File: src/rtl/dpt_pkg.sv
package dpt_pkg;

	localparam int PAD_COUNT_DEF        = 16;
	localparam int SAMPLE_BITS_DEF      = 12;
	localparam int CURVE_INDEX_BITS_DEF = 10;

	localparam int PAD_NUM_W = 4;
	localparam int LEVEL_W   = 12;
	localparam int HIT_W     = 8;
	localparam int WINDOW_W  = 20;
	localparam int CHAN_W    = 4;
	localparam int TIME_W    = 32;
	localparam int NOTE_W    = 7;
	localparam int VEL_W     = 7;
	localparam int VEL_MAX   = 127;
	localparam int HIT_MAX   = 255;

	localparam int CFG_IDX_W  = 3;
	localparam int CFG_DATA_W = 20;
	localparam int OUT_W      = 24;

	localparam logic [CFG_IDX_W-1:0] REG_THRESHOLD = 3'd0;
	localparam logic [CFG_IDX_W-1:0] REG_FULL      = 3'd1;
	localparam logic [CFG_IDX_W-1:0] REG_HYST      = 3'd2;
	localparam logic [CFG_IDX_W-1:0] REG_DEBOUNCE  = 3'd3;
	localparam logic [CFG_IDX_W-1:0] REG_WINDOW    = 3'd4;
	localparam logic [CFG_IDX_W-1:0] REG_CHANNEL   = 3'd5;

	localparam logic [LEVEL_W-1:0]  RST_THRESHOLD = 12'd200;
	localparam logic [LEVEL_W-1:0]  RST_FULL      = 12'd3500;
	localparam logic [LEVEL_W-1:0]  RST_HYST      = 12'd50;
	localparam logic [HIT_W-1:0]    RST_DEBOUNCE  = 8'd3;
	localparam logic [WINDOW_W-1:0] RST_WINDOW    = 20'd2000;
	localparam logic [CHAN_W-1:0]   RST_CHANNEL   = 4'd9;

	localparam logic [1:0] PH_IDLE     = 2'd0;
	localparam logic [1:0] PH_DEBOUNCE = 2'd1;
	localparam logic [1:0] PH_WINDOW   = 2'd2;
	localparam logic [1:0] PH_HELD     = 2'd3;

	localparam logic KIND_ON  = 1'b0;
	localparam logic KIND_OFF = 1'b1;

	localparam int FIX_FRAC = 48;
	localparam longint unsigned FIX_ONE = 64'd1 << FIX_FRAC;

	typedef struct packed {
		logic [LEVEL_W-1:0]  thr;
		logic [LEVEL_W-1:0]  full;
		logic [LEVEL_W-1:0]  hyst;
		logic [HIT_W-1:0]    need;
		logic [WINDOW_W-1:0] window;
		logic [CHAN_W-1:0]   chan;
	} cfg_t;

	typedef struct packed {
		logic                 kind;
		logic [PAD_NUM_W-1:0] pad;
		logic [NOTE_W-1:0]    note;
		logic [VEL_W-1:0]     vel;
		logic [CHAN_W-1:0]    chan;
	} event_t;

	function automatic logic [NOTE_W-1:0] note_of(input logic [PAD_NUM_W-1:0] pad);
		logic [NOTE_W-1:0] n;
		case (pad)
			4'd0:    n = 7'd36;
			4'd1:    n = 7'd38;
			4'd2:    n = 7'd40;
			4'd3:    n = 7'd42;
			4'd4:    n = 7'd44;
			4'd5:    n = 7'd46;
			4'd6:    n = 7'd49;
			4'd7:    n = 7'd51;
			4'd8:    n = 7'd41;
			4'd9:    n = 7'd43;
			4'd10:   n = 7'd45;
			4'd11:   n = 7'd47;
			4'd12:   n = 7'd48;
			4'd13:   n = 7'd50;
			4'd14:   n = 7'd52;
			default: n = 7'd55;
		endcase
		return n;
	endfunction

	// floor quotient by shift and subtract, elaboration only
	function automatic longint unsigned const_quot(input longint unsigned num,
			input longint unsigned den);
		longint unsigned q;
		longint unsigned r;
		q = 64'd0;
		r = 64'd0;
		for (int i = 63; i >= 0; i--) begin
			r = {r[62:0], num[i]};
			q = q << 1;
			if (r >= den) begin
				r = r - den;
				q = q | 64'd1;
			end
		end
		return q;
	endfunction

	// e^(v/127) in q48, truncated taylor series, elaboration only
	function automatic longint unsigned exp_fix(input int unsigned v);
		longint unsigned sum;
		longint unsigned term;
		longint unsigned k;
		sum  = 64'd0;
		term = FIX_ONE;
		k    = 64'd1;
		while (term != 64'd0 && k < 64'd64) begin
			sum  = sum + term;
			term = const_quot(term * longint'(v), 64'd127 * k);
			k    = k + 64'd1;
		end
		return sum;
	endfunction

	// smallest curve index n that reaches velocity v
	function automatic int unsigned curve_step(input int unsigned cib, input int unsigned v);
		longint unsigned em1;
		longint unsigned rhs;
		em1 = exp_fix(127) - FIX_ONE;
		rhs = (exp_fix(v) - FIX_ONE) << cib;
		return int'(const_quot(rhs + em1 - 64'd1, em1));
	endfunction

endpackage

File: src/rtl/dpt_alu.sv
module dpt_alu #(
	parameter int W = dpt_pkg::TIME_W
) (
	input  logic [W-1:0] a,
	input  logic [W-1:0] b,
	output logic [W-1:0] diff,
	output logic         ge
);

	logic borrow;

	assign {borrow, diff} = {1'b0, a} - {1'b0, b};
	assign ge = !borrow;

endmodule

File: src/rtl/dpt_pad_mem.sv
module dpt_pad_mem #(
	parameter int PAD_COUNT   = dpt_pkg::PAD_COUNT_DEF,
	parameter int SAMPLE_BITS = dpt_pkg::SAMPLE_BITS_DEF,
	localparam int PAD_W      = (PAD_COUNT > 1) ? $clog2(PAD_COUNT) : 1
) (
	input  logic                        clk,
	input  logic                        arst_n,
	input  logic                        rd_en,
	input  logic [PAD_W-1:0]            rd_addr,
	output logic [1:0]                  rd_phase,
	output logic [dpt_pkg::HIT_W-1:0]   rd_hit,
	output logic [SAMPLE_BITS-1:0]      rd_peak,
	output logic [dpt_pkg::TIME_W-1:0]  rd_start,
	input  logic                        wr_en,
	input  logic [PAD_W-1:0]            wr_addr,
	input  logic [1:0]                  wr_phase,
	input  logic [dpt_pkg::HIT_W-1:0]   wr_hit,
	input  logic [SAMPLE_BITS-1:0]      wr_peak,
	input  logic [dpt_pkg::TIME_W-1:0]  wr_start
);

	logic [1:0]                 phase_mem [PAD_COUNT];
	logic [dpt_pkg::HIT_W-1:0]  hit_mem   [PAD_COUNT];
	logic [SAMPLE_BITS-1:0]     peak_mem  [PAD_COUNT];
	logic [dpt_pkg::TIME_W-1:0] start_mem [PAD_COUNT];
	logic [PAD_COUNT-1:0]       valid_q;

	always_ff @(posedge clk or negedge arst_n) begin
		if (!arst_n) begin
			valid_q <= '0;
		end else if (wr_en) begin
			valid_q[wr_addr] <= 1'b1;
		end
	end

	always_ff @(posedge clk) begin
		if (wr_en) begin
			phase_mem[wr_addr] <= wr_phase;
			hit_mem[wr_addr]   <= wr_hit;
			peak_mem[wr_addr]  <= wr_peak;
			start_mem[wr_addr] <= wr_start;
		end
	end

	// entries never written read as idle with no hits
	always_ff @(posedge clk) begin
		if (rd_en) begin
			rd_phase <= valid_q[rd_addr] ? phase_mem[rd_addr] : dpt_pkg::PH_IDLE;
			rd_hit   <= valid_q[rd_addr] ? hit_mem[rd_addr] : '0;
			rd_peak  <= peak_mem[rd_addr];
			rd_start <= start_mem[rd_addr];
		end
	end

endmodule

File: src/rtl/dpt_ctrl.sv
module dpt_ctrl #(
	parameter int PAD_COUNT        = dpt_pkg::PAD_COUNT_DEF,
	parameter int SAMPLE_BITS      = dpt_pkg::SAMPLE_BITS_DEF,
	parameter int CURVE_INDEX_BITS = dpt_pkg::CURVE_INDEX_BITS_DEF,
	localparam int PAD_W           = (PAD_COUNT > 1) ? $clog2(PAD_COUNT) : 1
) (
	input  logic                              clk,
	input  logic                              arst_n,
	input  dpt_pkg::cfg_t                     cfg,
	input  logic                              in_valid,
	output logic                              in_ready,
	input  logic [dpt_pkg::PAD_NUM_W-1:0]     in_pad,
	input  logic [SAMPLE_BITS-1:0]            in_sample,
	input  logic [dpt_pkg::TIME_W-1:0]        in_time,
	output logic                              ev_valid,
	input  logic                              ev_ready,
	output dpt_pkg::event_t                   ev,
	output logic                              rd_en,
	output logic [PAD_W-1:0]                  rd_addr,
	input  logic [1:0]                        rd_phase,
	input  logic [dpt_pkg::HIT_W-1:0]         rd_hit,
	input  logic [SAMPLE_BITS-1:0]            rd_peak,
	input  logic [dpt_pkg::TIME_W-1:0]        rd_start,
	output logic                              wr_en,
	output logic [PAD_W-1:0]                  wr_addr,
	output logic [1:0]                        wr_phase,
	output logic [dpt_pkg::HIT_W-1:0]         wr_hit,
	output logic [SAMPLE_BITS-1:0]            wr_peak,
	output logic [dpt_pkg::TIME_W-1:0]        wr_start,
	output logic [dpt_pkg::TIME_W-1:0]        alu_a,
	output logic [dpt_pkg::TIME_W-1:0]        alu_b,
	input  logic [dpt_pkg::TIME_W-1:0]        alu_diff,
	input  logic                              alu_ge
);

	localparam int CIB   = CURVE_INDEX_BITS;
	localparam int LVW   = (SAMPLE_BITS > dpt_pkg::LEVEL_W) ? SAMPLE_BITS : dpt_pkg::LEVEL_W;
	localparam int CNT_W = $clog2(CIB);
	localparam int TW    = dpt_pkg::TIME_W;
	localparam int LW    = dpt_pkg::LEVEL_W;
	localparam int HW    = dpt_pkg::HIT_W;

	localparam logic [3:0] S_IDLE = 4'd0;
	localparam logic [3:0] S_EVAL = 4'd1;
	localparam logic [3:0] S_ELAP = 4'd2;
	localparam logic [3:0] S_WCMP = 4'd3;
	localparam logic [3:0] S_VSET = 4'd4;
	localparam logic [3:0] S_DIV  = 4'd5;
	localparam logic [3:0] S_SRCH = 4'd6;
	localparam logic [3:0] S_WB   = 4'd7;

	logic [3:0]                       st_q;
	logic                             wr_q;
	logic                             emit_q;
	logic                             kind_q;
	logic [PAD_W-1:0]                 pad_q;
	logic [dpt_pkg::PAD_NUM_W-1:0]    pad_num_q;
	logic [SAMPLE_BITS-1:0]           smp_q;
	logic [TW-1:0]                    now_q;
	logic [1:0]                       phase_q;
	logic [HW-1:0]                    hit_q;
	logic [SAMPLE_BITS-1:0]           peak_q;
	logic [TW-1:0]                    start_q;
	logic [TW-1:0]                    elap_q;
	logic [LW-1:0]                    rem_q;
	logic [LW-1:0]                    den_q;
	logic [CIB-1:0]                   quo_q;
	logic [dpt_pkg::VEL_W-1:0]        lo_q;
	logic [dpt_pkg::VEL_W-1:0]        vel_q;
	logic [CNT_W-1:0]                 cnt_q;

	logic [CIB:0]                     step_tab [dpt_pkg::VEL_MAX+1];
	logic                             pad_ok;
	logic                             accept;
	logic                             leave;
	logic [LVW-1:0]                   smp_ext;
	logic [LVW-1:0]                   thr_ext;
	logic [LVW-1:0]                   peak_ext;
	logic                             above;
	logic [HW-1:0]                    hit_inc;
	logic [LW-1:0]                    rel;
	logic                             below_rel;
	logic [dpt_pkg::VEL_W-1:0]        cand;
	logic [dpt_pkg::VEL_W-1:0]        lo_nxt;

	for (genvar g = 0; g <= dpt_pkg::VEL_MAX; g++) begin : g_step
		localparam int unsigned STEP = dpt_pkg::curve_step(CIB, g);
		assign step_tab[g] = (CIB+1)'(STEP);
	end

	assign pad_ok   = (PAD_COUNT > 15) || (in_pad < dpt_pkg::PAD_NUM_W'(PAD_COUNT));
	assign in_ready = (st_q == S_IDLE);
	assign accept   = in_valid && in_ready;
	assign rd_en    = accept;
	assign rd_addr  = PAD_W'(in_pad);

	assign smp_ext   = LVW'(smp_q);
	assign thr_ext   = LVW'(cfg.thr);
	assign peak_ext  = LVW'(peak_q);
	assign above     = smp_ext > thr_ext;
	assign hit_inc   = (rd_hit == HW'(dpt_pkg::HIT_MAX)) ? rd_hit : rd_hit + 1'b1;
	assign rel       = (cfg.thr > cfg.hyst) ? cfg.thr - cfg.hyst : '0;
	assign below_rel = smp_ext < LVW'(rel);

	assign cand   = lo_q | (dpt_pkg::VEL_W'(1) << cnt_q[2:0]);
	assign lo_nxt = alu_ge ? cand : lo_q;

	always_comb begin
		alu_a = now_q;
		alu_b = start_q;
		case (st_q)
			S_WCMP: begin
				alu_a = elap_q;
				alu_b = TW'(cfg.window);
			end
			S_DIV: begin
				alu_a = TW'({rem_q, 1'b0});
				alu_b = TW'(den_q);
			end
			S_SRCH: begin
				alu_a = TW'(quo_q);
				alu_b = TW'(step_tab[cand]);
			end
			default: begin
				alu_a = now_q;
				alu_b = start_q;
			end
		endcase
	end

	assign leave    = !emit_q || ev_ready;
	assign ev_valid = (st_q == S_WB) && emit_q;
	assign ev.kind  = kind_q;
	assign ev.pad   = pad_num_q;
	assign ev.note  = dpt_pkg::note_of(pad_num_q);
	assign ev.vel   = vel_q;
	assign ev.chan  = cfg.chan;

	assign wr_en    = (st_q == S_WB) && wr_q && leave;
	assign wr_addr  = pad_q;
	assign wr_phase = phase_q;
	assign wr_hit   = hit_q;
	assign wr_peak  = peak_q;
	assign wr_start = start_q;

	always_ff @(posedge clk or negedge arst_n) begin
		if (!arst_n) begin
			st_q   <= S_IDLE;
			wr_q   <= 1'b0;
			emit_q <= 1'b0;
		end else begin
			case (st_q)
				S_IDLE: begin
					if (accept) begin
						pad_q     <= PAD_W'(in_pad);
						pad_num_q <= in_pad;
						smp_q     <= in_sample;
						now_q     <= in_time;
						wr_q      <= 1'b0;
						emit_q    <= 1'b0;
						if (pad_ok) begin
							st_q <= S_EVAL;
						end
					end
				end
				S_EVAL: begin
					phase_q <= rd_phase;
					hit_q   <= rd_hit;
					peak_q  <= rd_peak;
					start_q <= rd_start;
					st_q    <= S_WB;
					case (rd_phase)
						dpt_pkg::PH_IDLE: begin
							if (above) begin
								wr_q    <= 1'b1;
								phase_q <= dpt_pkg::PH_DEBOUNCE;
								hit_q   <= HW'(1);
							end
						end
						dpt_pkg::PH_DEBOUNCE: begin
							wr_q <= 1'b1;
							if (above) begin
								hit_q <= hit_inc;
								if (hit_inc >= cfg.need) begin
									phase_q <= dpt_pkg::PH_WINDOW;
									peak_q  <= smp_q;
									start_q <= now_q;
								end
							end else begin
								phase_q <= dpt_pkg::PH_IDLE;
								hit_q   <= '0;
							end
						end
						dpt_pkg::PH_WINDOW: begin
							wr_q <= 1'b1;
							if (smp_q > rd_peak) begin
								peak_q <= smp_q;
							end
							st_q <= S_ELAP;
						end
						default: begin
							if (below_rel) begin
								wr_q    <= 1'b1;
								emit_q  <= 1'b1;
								kind_q  <= dpt_pkg::KIND_OFF;
								vel_q   <= '0;
								phase_q <= dpt_pkg::PH_IDLE;
								hit_q   <= '0;
								peak_q  <= '0;
							end
						end
					endcase
				end
				S_ELAP: begin
					elap_q <= alu_diff;
					st_q   <= S_WCMP;
				end
				S_WCMP: begin
					if (alu_ge) begin
						phase_q <= dpt_pkg::PH_HELD;
						emit_q  <= 1'b1;
						kind_q  <= dpt_pkg::KIND_ON;
						st_q    <= S_VSET;
					end else begin
						st_q <= S_WB;
					end
				end
				S_VSET: begin
					rem_q <= LW'(peak_ext - thr_ext);
					den_q <= cfg.full - cfg.thr;
					quo_q <= '0;
					cnt_q <= CNT_W'(CIB - 1);
					if (peak_ext <= thr_ext) begin
						vel_q <= dpt_pkg::VEL_W'(1);
						st_q  <= S_WB;
					end else if (peak_ext >= LVW'(cfg.full)) begin
						vel_q <= dpt_pkg::VEL_W'(dpt_pkg::VEL_MAX);
						st_q  <= S_WB;
					end else begin
						st_q <= S_DIV;
					end
				end
				S_DIV: begin
					rem_q <= alu_ge ? LW'(alu_diff) : LW'({rem_q, 1'b0});
					quo_q <= {quo_q[CIB-2:0], alu_ge};
					if (cnt_q == '0) begin
						lo_q  <= '0;
						cnt_q <= CNT_W'(dpt_pkg::VEL_W - 1);
						st_q  <= S_SRCH;
					end else begin
						cnt_q <= cnt_q - 1'b1;
					end
				end
				S_SRCH: begin
					lo_q <= lo_nxt;
					if (cnt_q == '0) begin
						vel_q <= (lo_nxt == '0) ? dpt_pkg::VEL_W'(1) : lo_nxt;
						st_q  <= S_WB;
					end else begin
						cnt_q <= cnt_q - 1'b1;
					end
				end
				S_WB: begin
					if (leave) begin
						st_q <= S_IDLE;
					end
				end
				default: begin
					st_q <= S_IDLE;
				end
			endcase
		end
	end

`ifndef NO_ASSERTIONS
	a_vel_kind: assert property (@(posedge clk) disable iff (!arst_n)
		ev_valid |-> ((ev.kind == dpt_pkg::KIND_OFF) == (ev.vel == '0)))
		else $error("note velocity does not match event kind");

	a_div_rem: assert property (@(posedge clk) disable iff (!arst_n)
		(st_q == S_DIV) |-> (rem_q < den_q))
		else $error("divider remainder not below divisor");

	a_accept_eval: assert property (@(posedge clk) disable iff (!arst_n)
		(accept && pad_ok) |=> (st_q == S_EVAL))
		else $error("accepted word not evaluated");

	a_on_held: assert property (@(posedge clk) disable iff (!arst_n)
		(ev_valid && ev.kind == dpt_pkg::KIND_ON) |-> (wr_q && phase_q == dpt_pkg::PH_HELD))
		else $error("note-on without pad entering held");
`endif

endmodule

File: src/rtl/drum_pad_trigger_velocity.sv
// Piezo drum pad trigger. Each input word is one ADC sample of one pad with a microsecond
// timestamp; every pad runs its own idle, debounce, peak window and held sequence and the
// block sends a note-on with a logarithmic velocity at the end of the peak window and a
// note-off when the sample drops below threshold minus hysteresis. Words for pads at or
// above PAD_COUNT are dropped. The block takes no new word until it has finished the last
// one. One 32-bit subtractor is shared by the elapsed-time test, the restoring divide (one
// quotient bit a cycle) and the 7-step binary search of the velocity curve that a
// note-on needs. A result waits in an output register; the block only stalls when a
// second result is ready before the first has been taken.
module drum_pad_trigger_velocity #(
	parameter int PAD_COUNT        = dpt_pkg::PAD_COUNT_DEF,
	parameter int SAMPLE_BITS      = dpt_pkg::SAMPLE_BITS_DEF,
	parameter int CURVE_INDEX_BITS = dpt_pkg::CURVE_INDEX_BITS_DEF,
	localparam int IN_W = ((dpt_pkg::PAD_NUM_W + SAMPLE_BITS + dpt_pkg::TIME_W + 7) / 8) * 8
) (
	input  logic                             clk,
	input  logic                             arst_n,
	input  logic                             cfg_wen,
	input  logic [dpt_pkg::CFG_IDX_W-1:0]    cfg_index,
	input  logic [dpt_pkg::CFG_DATA_W-1:0]   cfg_data,
	input  logic                             s_tvalid,
	output logic                             s_tready,
	input  logic [IN_W-1:0]                  s_tdata,   // pad_number, sample_level, time_us
	output logic                             m_tvalid,
	input  logic                             m_tready,
	output logic [dpt_pkg::OUT_W-1:0]        m_tdata,   // event_pad, note_number, note_velocity, channel_out
	output logic [0:0]                       m_tuser    // event_kind
);

	localparam int PAD_W = (PAD_COUNT > 1) ? $clog2(PAD_COUNT) : 1;
	localparam int PN    = dpt_pkg::PAD_NUM_W;
	localparam int TW    = dpt_pkg::TIME_W;

	dpt_pkg::cfg_t   cfg_q;
	dpt_pkg::event_t out_q;
	dpt_pkg::event_t ev;
	logic            out_valid_q;
	logic            ev_valid;
	logic            ev_ready;

	logic                         rd_en;
	logic [PAD_W-1:0]             rd_addr;
	logic [1:0]                   rd_phase;
	logic [dpt_pkg::HIT_W-1:0]    rd_hit;
	logic [SAMPLE_BITS-1:0]       rd_peak;
	logic [TW-1:0]                rd_start;
	logic                         wr_en;
	logic [PAD_W-1:0]             wr_addr;
	logic [1:0]                   wr_phase;
	logic [dpt_pkg::HIT_W-1:0]    wr_hit;
	logic [SAMPLE_BITS-1:0]       wr_peak;
	logic [TW-1:0]                wr_start;
	logic [TW-1:0]                alu_a;
	logic [TW-1:0]                alu_b;
	logic [TW-1:0]                alu_diff;
	logic                         alu_ge;

	always_ff @(posedge clk or negedge arst_n) begin
		if (!arst_n) begin
			cfg_q.thr    <= dpt_pkg::RST_THRESHOLD;
			cfg_q.full   <= dpt_pkg::RST_FULL;
			cfg_q.hyst   <= dpt_pkg::RST_HYST;
			cfg_q.need   <= dpt_pkg::RST_DEBOUNCE;
			cfg_q.window <= dpt_pkg::RST_WINDOW;
			cfg_q.chan   <= dpt_pkg::RST_CHANNEL;
		end else if (cfg_wen) begin
			case (cfg_index)
				dpt_pkg::REG_THRESHOLD: cfg_q.thr    <= cfg_data[dpt_pkg::LEVEL_W-1:0];
				dpt_pkg::REG_FULL:      cfg_q.full   <= cfg_data[dpt_pkg::LEVEL_W-1:0];
				dpt_pkg::REG_HYST:      cfg_q.hyst   <= cfg_data[dpt_pkg::LEVEL_W-1:0];
				dpt_pkg::REG_DEBOUNCE:  cfg_q.need   <= cfg_data[dpt_pkg::HIT_W-1:0];
				dpt_pkg::REG_WINDOW:    cfg_q.window <= cfg_data[dpt_pkg::WINDOW_W-1:0];
				dpt_pkg::REG_CHANNEL:   cfg_q.chan   <= cfg_data[dpt_pkg::CHAN_W-1:0];
				default: begin
				end
			endcase
		end
	end

	dpt_alu #(
		.W(TW)
	) u_alu (
		.a    (alu_a),
		.b    (alu_b),
		.diff (alu_diff),
		.ge   (alu_ge)
	);

	dpt_pad_mem #(
		.PAD_COUNT   (PAD_COUNT),
		.SAMPLE_BITS (SAMPLE_BITS)
	) u_mem (
		.clk      (clk),
		.arst_n   (arst_n),
		.rd_en    (rd_en),
		.rd_addr  (rd_addr),
		.rd_phase (rd_phase),
		.rd_hit   (rd_hit),
		.rd_peak  (rd_peak),
		.rd_start (rd_start),
		.wr_en    (wr_en),
		.wr_addr  (wr_addr),
		.wr_phase (wr_phase),
		.wr_hit   (wr_hit),
		.wr_peak  (wr_peak),
		.wr_start (wr_start)
	);

	dpt_ctrl #(
		.PAD_COUNT        (PAD_COUNT),
		.SAMPLE_BITS      (SAMPLE_BITS),
		.CURVE_INDEX_BITS (CURVE_INDEX_BITS)
	) u_ctrl (
		.clk       (clk),
		.arst_n    (arst_n),
		.cfg       (cfg_q),
		.in_valid  (s_tvalid),
		.in_ready  (s_tready),
		.in_pad    (s_tdata[PN-1:0]),
		.in_sample (s_tdata[PN +: SAMPLE_BITS]),
		.in_time   (s_tdata[PN + SAMPLE_BITS +: TW]),
		.ev_valid  (ev_valid),
		.ev_ready  (ev_ready),
		.ev        (ev),
		.rd_en     (rd_en),
		.rd_addr   (rd_addr),
		.rd_phase  (rd_phase),
		.rd_hit    (rd_hit),
		.rd_peak   (rd_peak),
		.rd_start  (rd_start),
		.wr_en     (wr_en),
		.wr_addr   (wr_addr),
		.wr_phase  (wr_phase),
		.wr_hit    (wr_hit),
		.wr_peak   (wr_peak),
		.wr_start  (wr_start),
		.alu_a     (alu_a),
		.alu_b     (alu_b),
		.alu_diff  (alu_diff),
		.alu_ge    (alu_ge)
	);

	assign ev_ready = !out_valid_q || m_tready;

	always_ff @(posedge clk or negedge arst_n) begin
		if (!arst_n) begin
			out_valid_q <= 1'b0;
		end else if (ev_valid && ev_ready) begin
			out_valid_q <= 1'b1;
		end else if (m_tready) begin
			out_valid_q <= 1'b0;
		end
	end

	always_ff @(posedge clk) begin
		if (ev_valid && ev_ready) begin
			out_q <= ev;
		end
	end

	assign m_tvalid = out_valid_q;
	assign m_tuser  = out_q.kind;
	assign m_tdata  = {2'b00, out_q.chan, out_q.vel, out_q.note, out_q.pad};

endmodule
File: config.mk
export PLATFORM = sky130hd
export DESIGN_NAME = drum_pad_trigger_velocity
export DESIGN_NICKNAME = d
export VERILOG_FILES = /design/src/rtl/dpt_pkg.sv /design/src/rtl/dpt_alu.sv /design/src/rtl/dpt_pad_mem.sv /design/src/rtl/dpt_ctrl.sv /design/src/rtl/drum_pad_trigger_velocity.sv
export SDC_FILE = /design/constraint.sdc
export NUM_CORES = 1
export LEC_CHECK = 0
export ABC_AREA = 1
export BUFFER_PORTS_ARGS = -buffer_cell sky130_fd_sc_hd__buf_2
export CAP_MARGIN = 40
export CELL_PAD_IN_SITES_DETAIL_PLACEMENT = 1
export CELL_PAD_IN_SITES_GLOBAL_PLACEMENT = 1
export CORE_MARGIN = 3
export CORE_UTILIZATION = 35
export DETAILED_ROUTE_END_ITERATION = 8
export MAX_ROUTING_LAYER = met4
export PLACE_DENSITY_LB_ADDON = 0.1
export SLEW_MARGIN = 20
export SYNTH_ARGS = -nofsm -noshare
export SYNTH_HDL_FRONTEND = slang
export SYNTH_HIERARCHICAL = 1
export SYNTH_SLANG_ARGS = --single-unit
File: constraint.sdc
create_clock -name clk -period 5 [get_ports clk]
set_clock_uncertainty 0.15 [all_clocks]
set_input_delay 0 -clock clk [delete_from_list [all_inputs] [get_ports clk]]
set_output_delay 0 -clock clk [all_outputs]
set_load 0.01 [all_outputs]
==> impl_metrics.csv, run 1 <==
group,metric,value,unit
placed_design,io_buffers,100,
setup_path,rr_startpoint,"u_ctrl/cnt_q[0]$_DFFE_PP_",
setup_path,reg2regPathDepth,30,
timing,max_freq,208,MHz
final_layout,n_fill_cell,17600,
route,wl,194000,um
hold_path,hold_depth,5,
route,vias,41700,
floorplan,dieArea,168000,sq um
timing,timing.slew.headroom,0.266,
placed_design,routabilityCongestion,0.865,
clock_tree,cts_tree,"yes",
placed_design,placed_area,60900,sq um
logic_synthesis,yosysSeqAreaShare,0.636,
power_and_ir_drop,p_leak,26.5,nW
final_layout,layout-drive-gt1-share,0.116,
setup_path,reg2reg_to,"u_ctrl/vel_q[0]$_DFFE_PP_",
logic_synthesis,synth.largest_area_cell,"edfxtp_1",
setup_path,critPathMaxStageDelay,470,ps
setup_path,cp-startpoint,"u_ctrl/cnt_q[0]$_DFFE_PP_",
timing,timing.final.ws_setup,197,ps
logic_synthesis,synth_edf_count,1128,
timing,worst_pin_slew,1100,ps
floorplan,chipWidth,410,um
grt,antenna_found_initial,8,
clock_tree,clockBufferDepth,3,
floorplan,rows,147,
placed_design,place_inst,7648,
grt,grt.total_usage,0.236,
logic_synthesis,netlist_area,57000,sq um
route,ant_nets,0,
grt,grt_pass1_vias,43100,
final_layout,syn2layout_area_growth,18.5,%
timing,setup_tns,0,ps
hold_path,hold_class,"primary input to flip-flop",
route,via_per_inst,5.15,
placed_design,pre_cts_slack,-137,ps
final_layout,nNetsFinal,6043,
route,first_pass_iters,5,
final_layout,finish.utilization,0.419,
power_and_ir_drop,power.density,501,nW/um^2
logic_synthesis,synthArstFlopShare,0.0736,
final_layout,fin_area,67600,sq um
timing,layout_min_cycle_time,4800,ps
logic_synthesis,synth_ff_type,"edfxtp_1",
route,detail_route.wl_per_cell,24.0,um
timing,finalSetupViolations,0,
setup_path,cp-end-kind,"flip-flop",
setup_path,crit_path_max_fanout,20,
power_and_ir_drop,peakVddDrop,0.352,mV
final_layout,final_cells,8090,
timing,timing.final.hold_violations,0,
logic_synthesis,yosysTopAreaCellShare,0.594,
setup_path,crit_path_top_delay_cell,"edfxtp_1",
floorplan,ios,103,
setup_path,r2r_slack,200,ps
floorplan,die_y,410,um
route,drtIter0Drc,3235,
setup_path,worstPathRequired,5440,ps
flow_run,drv_cap,0,
timing,slew_violations,0,
route,route.detailed.drc,0,
clock_tree,root_buffer,"clkbuf_16",
timing,period_share,0.961,
logic_synthesis,syn_inst,5478,
grt,overflow,0,
clock_tree,clkTransAtPathRegs,60,ps
hold_path,hp-start,"m_tready",
logic_synthesis,yosysUniqueCellTypes,64,
logic_synthesis,netlist_top_cells_area,"edfxtp_1, nand2_1, o21ai_0",
placed_design,dp_hpwl,120000,um
grt,grt_pass1_wl,289000,um
floorplan,initial_core_util,0.354,
clock_tree,htree_num_levels,4,
grt,grt_start_max_net_pins,224,
clock_tree,cts-buffers-inserted,142,
run_status,status,"finished clean",
clock_tree,clk_latency,780,ps
setup_path,cp-start-kind,"flip-flop",
setup_path,path_class,"flip-flop to flip-flop",
clock_tree,cts_sinks,1223,
logic_synthesis,ys_warn_count,6,
logic_synthesis,avgSynthCellArea,10.4,sq um
setup_path,crit_end,"u_ctrl/vel_q[0]$_DFFE_PP_",
setup_path,arrival,5240,ps
logic_synthesis,ys_ff_latch,1223,
floorplan,coreArea,161000,sq um
[through the flow]
step                power [W]  hold slack [ps]
floorplan              0.0191             -446
finish                 0.0338             49.6
detailed placement     0.0235             29.2
global placement       0.0234             26.7
CTS                    0.0338             6.58
global route           0.0359             26.4
[layout make-up]
class / instances / area, sq um / area share
flip-flops and latches: 1223 / 36300 / 0.536
repair buffers: 462 / 4170 / 0.0617
inverters: 641 / 2440 / 0.0361
clock buffers: 175 / 3710 / 0.0549
multi-input cells: 3347 / 17600 / 0.260
well taps: 2160 / 2700 / 0.0400
diodes: 2 / 5.00 / 0.0000741
clock inverters: 80 / 739 / 0.0109
[report_power, final]
part           leakage, nW  total, W  internal [W]  switching (W)
clock network         2.16    0.0100       0.00565        0.00440
logic                 13.0    0.0107       0.00357        0.00713
registers             11.2    0.0131        0.0124       0.000664
[kinds of logic (layout without fill, tap and decap cells)]
group / after synthesis / count (layout) / synth area share
flip-flops: 1223 / 1223 / 0.636
XOR/XNOR: 38 / 38 / 0.00583
AND/OR/NAND/NOR: 2107 / 2107 / 0.152
AO/OA/AOI/OAI: 1035 / 1035 / 0.104
buffers and inverters: 909 / 1358 / 0.0653
other: 3 / 6 / 0.000197
multiplexers: 13 / 13 / 0.00329
adder cells (fa/ha/maj): 150 / 150 / 0.0334
[critical path: cells and delay by family (launching register included)]
family          cells  cell delay (ps)
buf+inv             6              740
flops               1              470
simple gates       15             1690
compound gates      6              910
fa+ha+maj           3              660
[synthesized netlist by cell type, types with 9 or more instances]
library cell  number
mux2_4            11
o21a_1            16
nor2_1           559
buf_6             10
clkbuf_1         114
buf_4             35
nand2_1         1058
dfstp_2           23
edfxtp_1        1128
nor3_1            20
nand2_2           11
a21oi_1          213
xor2_1            29
nand4_1           20
o211ai_1         183
buf_2             82
ha_1             146
inv_2             13
o21ai_1           39
a22o_1             9
nand3_1          395
xnor2_1            9
o21ai_0          496
a31oi_1           11
buf_1             26
inv_1            624
a221oi_1          13
dfrtp_1           67
nor2_2            12
o22ai_1           11
[cell usage in the layout, fill, tap and decap left out, drive strengths merged, types with 169 or more instances in the layout]
master | Yosys | routed
edfxtp | 1128 | 1128
nand2 | 1072 | 1072
inv | 639 | 647
nor2 | 576 | 576
o21ai | 536 | 536
nand3 | 400 | 400
buf | 153 | 293
a21oi | 217 | 217
o211ai | 183 | 183
clkbuf | 115 | 175
dlygate4sd3 | 0 | 169
[routing by layer]
| metal | track usage | vias up | part of all wire |
|---|---|---|---|
| met1 | 0.327 | 21100 | 0.47 |
| met4 | 0.0521 | 0 | 0.019 |
| li1 | - | 19500 | - |
| met2 | 0.375 | 808 | 0.47 |
| met3 | 0.0268 | 216 | 0.039 |
| met5 | - | - | 0 |
[how the worst min path moves through the flow]
| stage | slack, ps | end |
|---|---|---|
| final | 50 | m_tvalid$_DFFE_PN0P_ |
| after global routing | 30 | m_tvalid$_DFFE_PN0P_ |
| after CTS | 7 | m_tvalid$_DFFE_PN0P_ |
| after detailed placement | 30 | u_ctrl/now_q[23]$_DFFE_PP_ |
| after global placement | 30 | u_ctrl/now_q[26]$_DFFE_PP_ |
| after floorplan | -450 | cfg_q[15]$_DFFE_PN0P_ |
[timing repair]
| item | 4_1_cts | 5_1_grt |
|---|---|---|
| buffers inserted | 1 | 8 |
| gates resized for setup | 7 | 100 |
| setup endpoints to repair | 4 | 30 |
| hold buffers | 169 | 0 |
| pin swaps | 0 | 27 |
| hold endpoints to repair | 281 | 0 |
[registers in the layout, indices dropped and copies added (netlist names), 7 cells and up]
name / flops
u_ctrl/quo_q: 10
u_mem/peak_mem: 192
u_ctrl/wr_start: 32
u_mem/valid_q: 16
u_mem/phase_mem: 32
u_ctrl/now_q: 32
u_mem/start_mem: 512
u_ctrl/vel_q: 7
u_mem/hit_mem: 128
u_mem/rd_hit: 8
u_ctrl/wr_peak: 12
u_ctrl/lo_q: 7
u_mem/rd_start: 32
u_ctrl/rem_q: 12
u_ctrl/den_q: 12
u_ctrl/wr_hit: 8
u_mem/rd_peak: 12
m_tdata: 22
u_ctrl/elap_q: 32
u_ctrl/smp_ext: 12
cfg_q: 68
(Power assumes the default switching activity.)
==> run 2: changes to the inputs <==
--- a/config.mk
+++ b/config.mk
@@ -13,6 +13,7 @@
 export CORE_MARGIN = 3
 export CORE_UTILIZATION = 35
 export DETAILED_ROUTE_END_ITERATION = 8
+export GPL_ROUTABILITY_DRIVEN = 0
 export MAX_ROUTING_LAYER = met4
 export PLACE_DENSITY_LB_ADDON = 0.1
 export SLEW_MARGIN = 20
==> constraint.sdc (replaced) <==
create_clock -name clk -period 4.96 [get_ports clk]
set_clock_uncertainty 0.15 [all_clocks]
set_input_delay 0 -clock clk [delete_from_list [all_inputs] [get_ports clk]]
set_output_delay 0 -clock clk [all_outputs]
set_load 0.01 [all_outputs]
==> run 2 against run 1 <==
Sequential share of layout area about the same. Count of clock-buffer cells in the layout up 16. Highest routed layer unchanged. First-iteration DRC count down 4.2%. Fmax up 1.5%. Combinational power about the same. Routed wire length down 1.1%. Die area unchanged. Critical endpoint is now u_ctrl/kind_q$_DFFE_PP_. Power up 0.91%.
==> impl_metrics.csv, run 2 (synthesized netlist as in run 1, its figures left out) <==
group,metric,value,unit
clock_tree,clkTransAtPathRegs,60,ps
clock_tree,cts_tree,"yes",
route,drtIter0Drc,3098,
clock_tree,cts_sinks,1223,
power_and_ir_drop,p_leak,26.5,nW
clock_tree,clockBufferDepth,3,
placed_design,dp_hpwl,116000,um
setup_path,worstPathRequired,5300,ps
final_layout,nNetsFinal,6028,
timing,timing.slew.headroom,0.302,
final_layout,syn2layout_area_growth,18.6,%
timing,max_freq,211,MHz
setup_path,path_class,"flip-flop to flip-flop",
grt,overflow,0,
timing,rsz0062_at_grt,"true",
timing,timing.final.hold_violations,0,
power_and_ir_drop,peakVddDrop,0.387,mV
grt,grt.total_usage,0.232,
route,first_pass_iters,5,
floorplan,coreArea,161000,sq um
final_layout,largest_reg_flops,512,
route,detail_route.wl_per_cell,23.8,um
route,ant_nets,0,
power_and_ir_drop,power.density,505,nW/um^2
placed_design,place_inst,7629,
setup_path,arrival,5070,ps
placed_design,io_buffers,100,
grt,grt_start_max_net_pins,177,
setup_path,critPathMaxStageDelay,410,ps
final_layout,top_register,"u_mem/start_mem",
timing,finalSetupViolations,0,
setup_path,crit_path_max_fanout,7,
setup_path,crit_path_top_delay_cell,"edfxtp_1",
run_status,status,"finished clean",
hold_path,hold_class,"primary input to flip-flop",
route,wl,192000,um
route,via_per_inst,5.19,
route,vias,41900,
setup_path,cp-end-kind,"flip-flop",
clock_tree,htree_num_levels,4,
floorplan,chipWidth,410,um
floorplan,initial_core_util,0.354,
floorplan,rows,147,
grt,grt_pass1_vias,42600,
timing,hold-worst-slack,95.5,ps
final_layout,layout-drive-gt1-share,0.109,
grt,antenna_found_initial,8,
route,route.detailed.drc,0,
flow_run,drv_cap,0,
final_layout,final_cell_mix,"edfxtp_1, nand2_1, inv_1",
floorplan,die_y,410,um
final_layout,final_cells,8084,
timing,layout_min_cycle_time,4730,ps
clock_tree,clk_latency,790,ps
grt,grt_pass1_wl,283000,um
floorplan,ios,103,
final_layout,reg_top3,"u_mem/start_mem: 512 flops, u_mem/peak_mem: 192 flops, u_mem/hit_mem: 128 flops",
clock_tree,root_buffer,"clkbuf_16",
timing,period_share,0.954,
final_layout,final_common_cell,"edfxtp_1",
timing,worst_pin_slew,1050,ps
floorplan,dieArea,168000,sq um
timing,slew_violations,0,
setup_path,cp-start-kind,"flip-flop",
clock_tree,cts-buffers-inserted,142,
final_layout,finish.utilization,0.419,
[run 2: power by group]
group	leakage [nW]	switching, W	total [W]	internal (W)
sequential	11.2	0.000656	0.0132	0.0125
combinational	13.0	0.00708	0.0106	0.00352
clock	2.19	0.00440	0.0104	0.00597
total	26.5	0.0121	0.0341	0.0220
[run 2: worst max-delay path, delay by kind of cell, from the launching register on]
kind,cells,cell delay (ps)
simple gates,15,1400
fa+ha+maj,4,990
compound gates,6,840
buf+inv,6,630
flops,1,410
[run 2: final timing paths]
check / from / end / slack [ps] / cells past startpoint
hold / removal: s_tdata[2] / u_ctrl/pad_num_q[2]$_DFFE_PP_ / 100 / 2
min in group asynchronous: arst_n / cfg_q[21]$_DFFE_PN0P_ / 210 / 4
setup / recovery: u_ctrl/cnt_q[1]$_DFFE_PP_ / u_ctrl/kind_q$_DFFE_PP_ / 230 / 31
hold reg to reg: u_ctrl/ev[11]$_DFF_P_ / m_tdata[4]$_DFFE_PP_ / 250 / 0
max in group asynchronous: arst_n / cfg_q[63]$_DFFE_PN1P_ / 3810 / 5
setup reg to reg: u_ctrl/cnt_q[1]$_DFFE_PP_ / u_ctrl/kind_q$_DFFE_PP_ / 230 / 31
[run 2: what timing repair did]
item | CTS | global route
setup endpoints to repair | 1 | 34
pin swaps | 0 | 31
hold endpoints to repair | 282 | 0
resized for setup | 1 | 91
hold buffers | 170 | 0
buffers inserted | 0 | 10
[run 2: metrics by stage]
step | TNS, ps | worst slack [ps] | total power, W | cell area, sq um
2_1_floorplan | 0 | 305 | 0.0193 | 57000
3_3_place_gp | 0 | 34.5 | 0.0234 | 60400
3_5_place_dp | -21.1 | -21.1 | 0.0235 | 60900
4_1_cts | 0 | 2.97 | 0.0341 | 67100
5_1_grt | -463 | -71.2 | 0.0361 | 67600
6_report | 0 | 230 | 0.0341 | 67600
[run 2: final cells by class]
cell class                 instances  area [sq um]
antenna                            5          12.5
sequential                      1223         36300
clock buffer                     191          3850
clock inverter                    70           691
tap                             2160          2700
timing repair buffer             447          4220
multi-input combinational       3347         17500
inverter                         641          2440
fill                           17700         93700
[run 2: per-layer routing]
layer,routed length [um],part of all wire,GRT usage,vias to the layer above
met2,88700,0.46,0.361,907
met5,0,0,-,-
met1,90000,0.47,0.318,21300
li1,-,-,-,19500
met3,7900,0.041,0.0300,279
met4,5480,0.029,0.0699,0
